<file path="config.mk">
export PLATFORM = sky130hd
export DESIGN_NAME = sorted_id_table_core
export DESIGN_NICKNAME = d
export VERILOG_FILES = /design/src/design/sit_pkg.sv /design/src/design/sit_mem.sv /design/src/design/sorted_id_table_core.sv
export VERILOG_INCLUDE_DIRS = /design/src /design/src/design
export SDC_FILE = /design/constraint.sdc
export NUM_CORES = 2
export LEC_CHECK = 0
export BUFFER_PORTS_ARGS = -buffer_cell sky130_fd_sc_hd__buf_2
export CAP_MARGIN = 20
export CORE_MARGIN = 2
export CORE_UTILIZATION = 31
export DETAILED_ROUTE_END_ITERATION = 12
export SLEW_MARGIN = 20
export SYNTH_ARGS = -nofsm -noshare
export SYNTH_HDL_FRONTEND = slang
export SYNTH_SLANG_ARGS = --single-unit
</file>
<file path="constraint.sdc">
create_clock -name i_clk -period 20.4 [get_ports i_clk]
set_input_delay 1.02 -clock i_clk [delete_from_list [all_inputs] [get_ports i_clk]]
set_output_delay 1.02 -clock i_clk [all_outputs]
set_load 0.01 [all_outputs]
</file>
<file path="src/design/assert_macros.svh">
// assertion helpers for the sorted id table
`ifndef ASSERT_MACROS_SVH
`define ASSERT_MACROS_SVH

// antecedent implies consequent in the same cycle
`define SIT_ASSERT_SAME(lbl, ante, cons, msg) \
    lbl: assert property (@(posedge i_clk) disable iff (!i_rst_n) (ante) |-> (cons)) \
        else $error(msg);

// antecedent implies consequent in the next cycle
`define SIT_ASSERT_NEXT(lbl, ante, cons, msg) \
    lbl: assert property (@(posedge i_clk) disable iff (!i_rst_n) (ante) |=> (cons)) \
        else $error(msg);

`endif

</file>
<file path="src/design/sit_pkg.sv">
`default_nettype none

package sit_pkg;

    localparam int ID_W   = 32;
    localparam int HND_W  = 16;
    localparam int POS_W  = 7;

    localparam logic [ID_W-1:0] ID_MAX = 32'hFFFF_FFFF;

    localparam logic [1:0] REQ_REGISTER   = 2'd0;
    localparam logic [1:0] REQ_UNREGISTER = 2'd1;
    localparam logic [1:0] REQ_FIND       = 2'd2;
    localparam logic [1:0] REQ_ALLOCATE   = 2'd3;

    localparam logic [1:0] STATUS_DONE    = 2'd0;
    localparam logic [1:0] STATUS_IGNORED = 2'd1;
    localparam logic [1:0] STATUS_FULL    = 2'd2;
    localparam logic [1:0] STATUS_ZERO    = 2'd3;

    typedef struct packed {
        logic [1:0]       req_type;
        logic [ID_W-1:0]  network_id;
        logic [HND_W-1:0] object_handle;
    } t_in;

    typedef struct packed {
        logic [1:0]       status;
        logic             found;
        logic [HND_W-1:0] found_handle;
        logic [POS_W-1:0] entry_position;
        logic [ID_W-1:0]  new_id;
        logic [POS_W-1:0] entry_total;
    } t_out;

endpackage

`default_nettype wire

</file>
<file path="src/design/sit_mem.sv">
`default_nettype none

module sit_mem #(
    parameter int DEPTH = 64,
    parameter int HW    = 16
) (
    input  wire logic                     i_clk,
    input  wire logic                     i_we,
    input  wire logic [$clog2(DEPTH)-1:0] i_waddr,
    input  wire logic [sit_pkg::ID_W-1:0] i_wid,
    input  wire logic [HW-1:0]            i_whnd,
    input  wire logic [$clog2(DEPTH)-1:0] i_raddr,
    output logic      [sit_pkg::ID_W-1:0] o_rid,
    output logic      [HW-1:0]            o_rhnd
);

    logic [sit_pkg::ID_W-1:0] r_id_mem  [DEPTH];
    logic [HW-1:0]            r_hnd_mem [DEPTH];

    always_ff @(posedge i_clk) begin
        if (i_we) begin
            r_id_mem[i_waddr]  <= i_wid;
            r_hnd_mem[i_waddr] <= i_whnd;
        end
        o_rid  <= r_id_mem[i_raddr];
        o_rhnd <= r_hnd_mem[i_raddr];
    end

endmodule

`default_nettype wire

</file>
<file path="src/design/sorted_id_table_core.sv">
// a zero id skips the scan for find, register and unregister; allocate always scans
// find, register and unregister compare up to count + 1 entries, allocate up to 2 * count + 1
// register shifts entries pos to count - 1 up, unregister shifts pos + 1 to count - 1 down
// one transaction at a time; no new request is taken until the result enters the output
// scan and shift share one read port and one write port of the entry memory
// reset: synchronous active low; count 0, dynamic counter 1, memory contents left undefined
`default_nettype none

`include "assert_macros.svh"

module sorted_id_table_core #(
    parameter int TABLE_DEPTH = 64,
    parameter int HANDLE_BITS = 16
) (
    input  wire logic                      i_clk,
    input  wire logic                      i_rst_n,
    input  wire logic                      i_in_valid,
    output logic                           o_in_ready,
    input  wire sit_pkg::t_in              i_in,
    output logic                           o_out_valid,
    input  wire logic                      i_out_ready,
    output sit_pkg::t_out                  o_out,
    input  wire logic                      i_cfg_we,
    input  wire logic [sit_pkg::ID_W-1:0]  i_cfg_wdata
);

    localparam int AW = $clog2(TABLE_DEPTH);
    localparam int IW = AW + 1;
    localparam int HW = (HANDLE_BITS < sit_pkg::HND_W) ? HANDLE_BITS : sit_pkg::HND_W;

    localparam logic [2:0] S_IDLE = 3'd0;
    localparam logic [2:0] S_SCAN = 3'd1;
    localparam logic [2:0] S_SHUP = 3'd2;
    localparam logic [2:0] S_SHDN = 3'd3;
    localparam logic [2:0] S_DONE = 3'd4;

    logic [2:0]               r_state, n_state;
    logic [IW-1:0]            r_idx, n_idx;
    logic [IW-1:0]            r_pos, n_pos;
    logic [IW-1:0]            r_count, n_count;
    logic [sit_pkg::ID_W-1:0] r_dyn, n_dyn;
    logic [sit_pkg::ID_W-1:0] r_cand, n_cand;
    logic [1:0]               r_req, n_req;
    logic [sit_pkg::ID_W-1:0] r_key, n_key;
    logic [HW-1:0]            r_hnd, n_hnd;
    sit_pkg::t_out            r_res, n_res;
    sit_pkg::t_out            r_out, n_out;
    logic                     r_out_valid, n_out_valid;

    logic                     mem_we;
    logic [AW-1:0]            mem_waddr;
    logic [sit_pkg::ID_W-1:0] mem_wid;
    logic [HW-1:0]            mem_whnd;
    logic [AW-1:0]            mem_raddr;
    logic [sit_pkg::ID_W-1:0] rd_id;
    logic [HW-1:0]            rd_hnd;

    logic                     in_fire;
    logic                     scan_end;
    logic                     scan_ge;
    logic                     scan_hit;

    sit_mem #(
        .DEPTH (TABLE_DEPTH),
        .HW    (HW)
    ) u_mem (
        .i_clk   (i_clk),
        .i_we    (mem_we),
        .i_waddr (mem_waddr),
        .i_wid   (mem_wid),
        .i_whnd  (mem_whnd),
        .i_raddr (mem_raddr),
        .o_rid   (rd_id),
        .o_rhnd  (rd_hnd)
    );

    assign o_in_ready  = (r_state == S_IDLE);
    assign o_out_valid = r_out_valid;
    assign o_out       = r_out;
    assign in_fire     = i_in_valid && o_in_ready;

    // shared compare unit
    assign scan_end = (r_idx == r_count);
    assign scan_ge  = (rd_id >= r_cand);
    assign scan_hit = !scan_end && (rd_id == r_cand);

    always_comb begin
        n_state     = r_state;
        n_idx       = r_idx;
        n_pos       = r_pos;
        n_count     = r_count;
        n_dyn       = r_dyn;
        n_cand      = r_cand;
        n_req       = r_req;
        n_key       = r_key;
        n_hnd       = r_hnd;
        n_res       = r_res;
        n_out       = r_out;
        n_out_valid = r_out_valid;
        mem_we      = 1'b0;
        mem_waddr   = r_idx[AW-1:0];
        mem_wid     = rd_id;
        mem_whnd    = rd_hnd;

        if (r_out_valid && i_out_ready) begin
            n_out_valid = 1'b0;
        end

        case (r_state)
            S_IDLE: begin
                if (in_fire) begin
                    n_req       = i_in.req_type;
                    n_key       = i_in.network_id;
                    n_hnd       = i_in.object_handle[HW-1:0];
                    n_idx       = '0;
                    n_res       = '0;
                    n_res.entry_total = sit_pkg::POS_W'(r_count);
                    if (i_in.req_type == sit_pkg::REQ_ALLOCATE) begin
                        n_cand  = (r_dyn == '0) ? sit_pkg::ID_W'(1) : r_dyn;
                        n_state = S_SCAN;
                    end else if (i_in.network_id == '0) begin
                        n_res.status = sit_pkg::STATUS_ZERO;
                        n_state      = S_DONE;
                    end else begin
                        n_cand  = i_in.network_id;
                        n_state = S_SCAN;
                    end
                end
            end
            S_SCAN: begin
                if (!scan_end && !scan_ge) begin
                    n_idx = r_idx + 1'b1;
                end else begin
                    n_pos                = r_idx;
                    n_res.entry_position = sit_pkg::POS_W'(r_idx);
                    case (r_req)
                        sit_pkg::REQ_ALLOCATE: begin
                            if (scan_hit) begin
                                if (r_cand == sit_pkg::ID_MAX) begin
                                    n_cand = sit_pkg::ID_W'(1);
                                    n_idx  = '0;
                                end else begin
                                    n_cand = r_cand + 1'b1;
                                    n_idx  = r_idx + 1'b1;
                                end
                            end else begin
                                n_res.new_id = r_cand;
                                n_dyn        = r_cand + 1'b1;
                                n_state      = S_DONE;
                            end
                        end
                        sit_pkg::REQ_FIND: begin
                            n_res.found        = scan_hit;
                            n_res.found_handle = scan_hit ? sit_pkg::HND_W'(rd_hnd) : '0;
                            n_res.status       = scan_hit ? sit_pkg::STATUS_DONE
                                                          : sit_pkg::STATUS_IGNORED;
                            n_state            = S_DONE;
                        end
                        sit_pkg::REQ_REGISTER: begin
                            if (scan_hit) begin
                                n_res.found        = 1'b1;
                                n_res.found_handle = sit_pkg::HND_W'(rd_hnd);
                                n_res.status       = sit_pkg::STATUS_IGNORED;
                                n_state            = S_DONE;
                            end else if (r_count == IW'(TABLE_DEPTH)) begin
                                n_res.status = sit_pkg::STATUS_FULL;
                                n_state      = S_DONE;
                            end else begin
                                n_idx   = r_count;
                                n_state = S_SHUP;
                            end
                        end
                        default: begin
                            if (scan_hit) begin
                                n_res.found        = 1'b1;
                                n_res.found_handle = sit_pkg::HND_W'(rd_hnd);
                                n_idx              = r_idx + 1'b1;
                                n_state            = S_SHDN;
                            end else begin
                                n_res.status = sit_pkg::STATUS_IGNORED;
                                n_state      = S_DONE;
                            end
                        end
                    endcase
                end
            end
            S_SHUP: begin
                mem_we = 1'b1;
                if (r_idx == r_pos) begin
                    mem_waddr         = r_pos[AW-1:0];
                    mem_wid           = r_key;
                    mem_whnd          = r_hnd;
                    n_count           = r_count + 1'b1;
                    n_res.entry_total = sit_pkg::POS_W'(r_count + 1'b1);
                    n_state           = S_DONE;
                end else begin
                    n_idx = r_idx - 1'b1;
                end
            end
            S_SHDN: begin
                if (r_idx >= r_count) begin
                    n_count           = r_count - 1'b1;
                    n_res.entry_total = sit_pkg::POS_W'(r_count - 1'b1);
                    n_state           = S_DONE;
                end else begin
                    mem_we    = 1'b1;
                    mem_waddr = AW'(r_idx - 1'b1);
                    n_idx     = r_idx + 1'b1;
                end
            end
            S_DONE: begin
                if (!r_out_valid || i_out_ready) begin
                    n_out       = r_res;
                    n_out_valid = 1'b1;
                    n_state     = S_IDLE;
                end
            end
            default: begin
                n_state = S_IDLE;
            end
        endcase

        if (i_cfg_we) begin
            n_dyn = i_cfg_wdata;
        end
    end

    // read address runs one step ahead of the sequencer index
    assign mem_raddr = (n_state == S_SHUP) ? AW'(n_idx - 1'b1) : n_idx[AW-1:0];

    always_ff @(posedge i_clk) begin
        if (!i_rst_n) begin
            r_state     <= S_IDLE;
            r_idx       <= '0;
            r_count     <= '0;
            r_dyn       <= sit_pkg::ID_W'(1);
            r_out_valid <= 1'b0;
        end else begin
            r_state     <= n_state;
            r_idx       <= n_idx;
            r_count     <= n_count;
            r_dyn       <= n_dyn;
            r_out_valid <= n_out_valid;
        end
    end

    always_ff @(posedge i_clk) begin
        r_pos  <= n_pos;
        r_cand <= n_cand;
        r_req  <= n_req;
        r_key  <= n_key;
        r_hnd  <= n_hnd;
        r_res  <= n_res;
        r_out  <= n_out;
    end

    `SIT_ASSERT_SAME(a_count_bound, 1'b1, r_count <= IW'(TABLE_DEPTH), "entry count over depth")
    `SIT_ASSERT_SAME(a_scan_bound, r_state == S_SCAN, r_idx <= r_count, "scan past entry count")
    `SIT_ASSERT_SAME(a_shup_bound, r_state == S_SHUP, (r_idx >= r_pos) && (r_idx < IW'(TABLE_DEPTH)), "shift up index out of range")
    `SIT_ASSERT_SAME(a_full_flag, (r_state == S_DONE) && (r_res.status == sit_pkg::STATUS_FULL) && (r_req == sit_pkg::REQ_REGISTER), r_count == IW'(TABLE_DEPTH), "full status with free entries")
    `SIT_ASSERT_NEXT(a_out_load, (r_state == S_DONE) && (!r_out_valid || i_out_ready), r_out_valid && (r_state == S_IDLE), "result not loaded")

endmodule

`default_nettype wire
</file>
# After elaboration in Yosys (flattened, before gate mapping)
# Memory sizes are Yosys's and may differ from the RTL's. A register that Yosys moved wholly into a read port is not among the register bits.
# Cells that the tools add are included.
# totals
register_bits	269
mem_bits_rw	3072
in_bits	87
output_inout_bits	67
elab_cells	158
mem_count	2
# mem_list
memory	depth	width	rd	rd_clocked_by_memory_dff	wr	line_no	source
u_mem.r_id_mem	64	32	1	1	1	sit_mem.sv:17	logic [sit_pkg::ID_W-1:0] r_id_mem [DEPTH];
u_mem.r_hnd_mem	64	16	1	1	1	sit_mem.sv:18	logic [HW-1:0] r_hnd_mem [DEPTH];
# classes
addsub	6
magnitude_cmp	2
eq_ne	26
n_mux	71
bitwise	1
n_reduce_logical	28
# ops
operator	count
32-bit 2-to-1 mux	17
58-bit case mux with 2 select lines	1
7-bit 2-to-1 mux	11
65-bit 2-to-1 mux	1
32-bit zero test	2
32-bit case mux with 2 select lines	1
58-bit 2-to-1 mux	1
19-bit case mux with 3 select lines	1
16-bit 2-to-1 mux	3
7-bit case mux with 3 select lines	2
3-bit 2-to-1 mux	11
32-bit by 1-bit adder with 32-bit output, second input constant	1
32-bit == test	1
32-bit == test, second input constant	1
32-bit >= comparator	1
7-bit case mux with 4 select lines	1
6-bit 2-to-1 mux	3
17-bit 2-to-1 mux	1
2-bit != test, second input constant	8
3-bit case mux with 5 select lines	1
7-bit by 1-bit adder with 7-bit output, second input constant	2
7-bit == test	2
7-bit case mux with 2 select lines	1
7-bit by 1-bit subtractor with 7-bit output, second input constant	2
29 further kinds	58

# Longest topological paths before layout
# depth
depth_word	9
ltp_mapped	23
mapped_depth_nobuf	18

# Cells and area by module
# From an unflattened synthesis, not the netlist that was laid out.
# hier_totals
hier_cells	6311
area_unflattened_um2	130646.6
# modules_own_cells
module	n_inst	cells_each	area_per_inst_um2	seq_area_each_um2
sit_mem	1	5011	117123.6	93209.4
sorted_id_table_core	1	1300	13523.0	7577.3

# Worst setup path before layout
# Ideal clock, no wire load.
# synth_timing
path_type	register -> register
startpoint	reg r_idx[0]
endpoint	mem u_mem.r_hnd_mem[56][0] (enable)
setup_ns	0.513
arrival_time_ns	6.155
required_ns	19.887
setup_slack_ns	13.732
stages_incl_launch_ff	13
n_path_buf	2
synth_period_minus_slack_ns	6.668
cell_sequence	dfxtp_1 > clkbuf_1 > inv_1 > ha_1 > nand2b_1 > a211o_1 > a21oi_1 > nand2_1 > clkbuf_1 > o2111a_1 > o21ai_1 > nand3_1 > nor3_1
# synth_via
elab_chain_len	5
elab_cells_between_ends	10
classes_between	add/sub (1); order compare (1); eq/ne (1); mux (7)
# synth_lines
item	line_no	source
start, declared	sorted_id_table_core.sv:38	logic [IW-1:0] r_idx, n_idx;
start signal, assigned	sorted_id_table_core.sv:240	r_idx <= n_idx;
7-bit >= comparator	sorted_id_table_core.sv:201	if (r_idx >= r_count) begin
1-bit 2-to-1 mux	sorted_id_table_core.sv:201	
1-bit case mux with 2 select lines	sorted_id_table_core.sv:109	case (r_state)
1-bit 2-to-1 mux	sit_mem.sv:21	if (i_we) begin
1-bit 2-to-1 mux (implied by the code)	sit_mem.sv:23	r_hnd_mem[i_waddr] <= i_whnd;
end, declared	sit_mem.sv:18	
# Parallel ways exist; a longest one is shown, timed or not.

# Worst setup path after layout
# layout_timing
startpoint	reg r_idx[0]
endpoint	reg u_mem.o_rid[28] (netlist bit), read port of u_mem.r_id_mem
# layout_via
elab_chain_len	9
elab_cells_between_ends	30
classes_between	add/sub (3); order compare (1); eq/ne (3); mux (20); reduce/logical (3)
# layout_lines
item	line_no	source
branches (longest 8 deep; another with 7-bit by 1-bit adder with 7-bit output)	n/a	
6-bit 2-to-1 mux (*)	sorted_id_table_core.sv:229	assign mem_raddr = (n_state == S_SHUP) ? AW'(n_idx - 1'b1) : n_idx[AW-1:0];
end, declared	sit_mem.sv:13	output logic [sit_pkg::ID_W-1:0] o_rid,
# Every way passes the cells marked *.
# A chain may end at the register's enable or synchronous reset.

==> flow_metrics.tcl <==
set metrics [dict create \
    final-hold-violation-count 0 \
    cp-start-kind "register" \
    synthFlopType "edfxtp_1" \
    start_util 0.311 \
    finalWorstSetupSlack_ns 11.27 \
    area_delta_synth_final_pct 14.3 \
    synth_top_area_cell "edfxtp_1" \
    firstDrtPassIters 10 \
    clk_latency_ns 0.92 \
    synth_top_area_frac 0.743 \
    gp_congestion 0.903 \
    p_leak_nw 49.9 \
    finClkSkew_ns 0.0835 \
    min_period_ns 9.13 \
    yosysWarnings 0 \
    ant_nets 0 \
    min_path_type "in -> reg" \
    cts_buffers 344 \
    dieHeight_um 659 \
    async_flop_share 0 \
    fin_hold_ws_ns 0.296 \
    post_drt_via_cell_ratio 5.53 \
    met3_length_mm 43.0 \
    critPathTopFamily "buffers and inverters" \
    nets 8994 \
    wirelength_mm 413 \
    die_w_um 659 \
    intPower_mw 14.9 \
    dp_slack_ns 11.58 \
    slew_viol_final 0 \
    postPlaceCellArea_um2 141000 \
    vias 81900 \
    htree_levels 5 \
    status "complete, no violations" \
    power_density_nw_per_um2 156 \
    cts_tree "done" \
    synth_seq_cells 3389 \
    p_sw_frac 0.371 \
    cpPeakStageDelay_ns 0.86 \
    ios 154 \
    grt_start_max_net_pins 170 \
    place_hpwl_mm 222 \
    ir_drop_uv 191 \
    clkTransAtPathRegs_ns 0.07 \
    path_class "reg -> reg" \
    synth_fp_nets 8844 \
    p_sw_mw 8.79 \
    clkSinkCount 3389 \
    cp_common_cell "buf_4" \
    synth_cell_types 86 \
    drt_drc_violations_left 0 \
    fin_tns_setup_ns 0 \
    power_mw 23.7 \
    core.rowCount 240 \
    cts-hold-fix-buffers 0 \
    p_seq_frac 0.382 \
    post_cts_resized 0 \
    yosys-top-cells-area "edfxtp_1 74%, nand2_1 5.6%, mux4_2 3.2%, nand3_1 2.5%, mux2i_1 2.4%" \
    required_ns 21.15 \
    antenna_found_initial 14 \
    grt_pass1_wl_mm 580 \
    crit_fanout 56 \
    max_freq_mhz 109 \
    fin_area_um2 152000 \
    overflow 0 \
    synth_edf_count 3291 \
    yosysMostFrequentCell "edfxtp_1" \
    period_share 0.448 \
    rsz0062_at_grt "false" \
    syn_inst 8712 \
    highest_layer "met5" \
    crit_chain "inv_1 > ha_1 > nand2b_1 > a211o_1 > a21oi_1 > o21bai_1 > or2_2 > a221oi_1 > and2_1 > ha_1 > inv_1 > a2111oi_0 > a31oi_4 > buf_4 > buf_4 > and2_4 > buf_4 > buf_4 > a32oi_1 > a311oi_1 > a311oi_1 > a211o_1" \
    worstSetupEndpointType "register" \
    critPathArrivalTime_ns 9.88 \
    clkPwrFrac 0.261 \
    syn_avg_cell_area_um2 15.3 \
    wl_met2_mm 192 \
    slew_headroom 0.169 \
    coreArea_um2 427000 \
    first_iter_violations 11000 \
    cp_slowest_cell "buf_4" \
    combPwrFrac 0.357 \
    grt_usage 0.183 \
    post_cts_buffers 0 \
    syn_area_um2 133000 \
    wl_per_cell_um 27.9 \
    max_cap_viol_count 0 \
    crit_buf_inv 6 \
    synth_commonest_cells "3291 x edfxtp_1, 1968 x nand2_1, 672 x nand3_1" \
    grt_pass1_vias 77700 \
    drt-met1-wl_mm 160 \
    drive_above_1_share 0.129 \
    port_buffers 153 \
    tightest_slew_ns 1.25 \
    ys_seq_area_frac 0.758 \
    die-area_um2 434000 \
    ctsRootBufferMaster "clkbuf_16" \
    clock_path_buffers 4 \
    setup_violations 0 \
]
[logic make-up after synthesis]
kind of cell | after synthesis | share of synthesized area
mux | 553 | 0.0599
fa+ha+maj | 45 | 0.00423
flops | 3389 | 0.758
compound gates | 870 | 0.0503
buf+inv | 604 | 0.0202
simple gates | 3191 | 0.103
xor+xnor | 60 | 0.00443
[flip-flops by register name, summed over array words and instances (netlist names), 32 cells and up]
register / count
u_mem.r_id_mem: 2048
u_mem.r_hnd_mem: 1024
r_dyn: 32
r_cand: 32
r_res: 65
u_mem.o_rid: 32
r_key: 32
o_out: 65
[layout make-up]
| type | count | area [um^2] |
|---|---|---|
| diodes | 5 | 12.5 |
| clock buffers | 444 | 9190 |
| inverters | 58 | 218 |
| clock inverters | 170 | 1660 |
| multi-input cells | 4719 | 30400 |
| well taps | 5687 | 7120 |
| repair buffers | 350 | 2660 |
| flip-flops and latches | 3389 | 101000 |
| fillers | 39800 | 275000 |
[path summary, 6_finish.rpt]
path              from              end  slack [ns]  cells after the start
max reg2reg   r_idx[0]  u_mem.o_rid[28]       11.27                     22
max           r_idx[0]  u_mem.o_rid[28]       11.27                     22
min            i_in[2]         r_hnd[2]        0.30                      1
min reg2reg  r_res[44]        o_out[44]        0.38                      0
[metal layers]
layer  GRT usage  vias up
met5           0        -
met4      0.0720        6
met3      0.0335      915
met2       0.293     5060
met1       0.245    42100
li1            -    33800
[placed cells by master (no fill, tap or decap), drive strengths merged, types with 6 or more instances in the layout]
cell and instances:
nand2b 7, mux2i 315, a32oi 289, a21oi 144, xor2 7, nand2 1969
mux4 190, and3 10, clkinvlp 8, o21ai 43, xnor2 53, mux2 48
o311ai 15, a211o 50, nand4 220, nor4 24, a31oi 56, inv 67
and2 18, nor2 221, a22o 17, o211ai 8, a311oi 131, o22ai 22
a22oi 19, clkbuf 444, buf 350, nor2b 6, edfxtp 3291, bufinv 29
nor3 27, a211oi 28, a221oi 10, nand3 672, dfxtp 98, clkinv 124
ha 45
[worst reg2reg max path: stages (launching register included)]
cell and delay, ns:
dfxtp_1 0.66, inv_1 0.28, ha_1 0.37, nand2b_1 0.15, a211o_1 0.31, a21oi_1 0.26
o21bai_1 0.39, or2_2 0.44, a221oi_1 0.62, and2_1 0.25, ha_1 0.23, inv_1 0.06
a2111oi_0 0.09, a31oi_4 0.21, buf_4 0.51, buf_4 0.73, and2_4 0.75, buf_4 0.82
buf_4 0.87, a32oi_1 0.21, a311oi_1 0.35, a311oi_1 0.12, a211o_1 0.31
[power groups by stage]
stage	Clock, mW	Combinational, mW	Sequential, mW
3_5_place_dp	0	8.30	9.19
3_3_place_gp	0	8.16	9.19
5_1_grt	6.49	8.99	9.04
4_1_cts	6.23	8.34	9.05
2_1_floorplan	0	5.53	9.04
6_report	6.17	8.46	9.04
[metrics by stage]
stage          instances   util
2_1_floorplan       8712      -
3_3_place_gp       14200  0.329
3_5_place_dp       14200  0.330
4_1_cts            14800  0.355
5_1_grt            14800  0.356
6_report           14800  0.356
No activity file was read; power rests on OpenSTA's default activity.
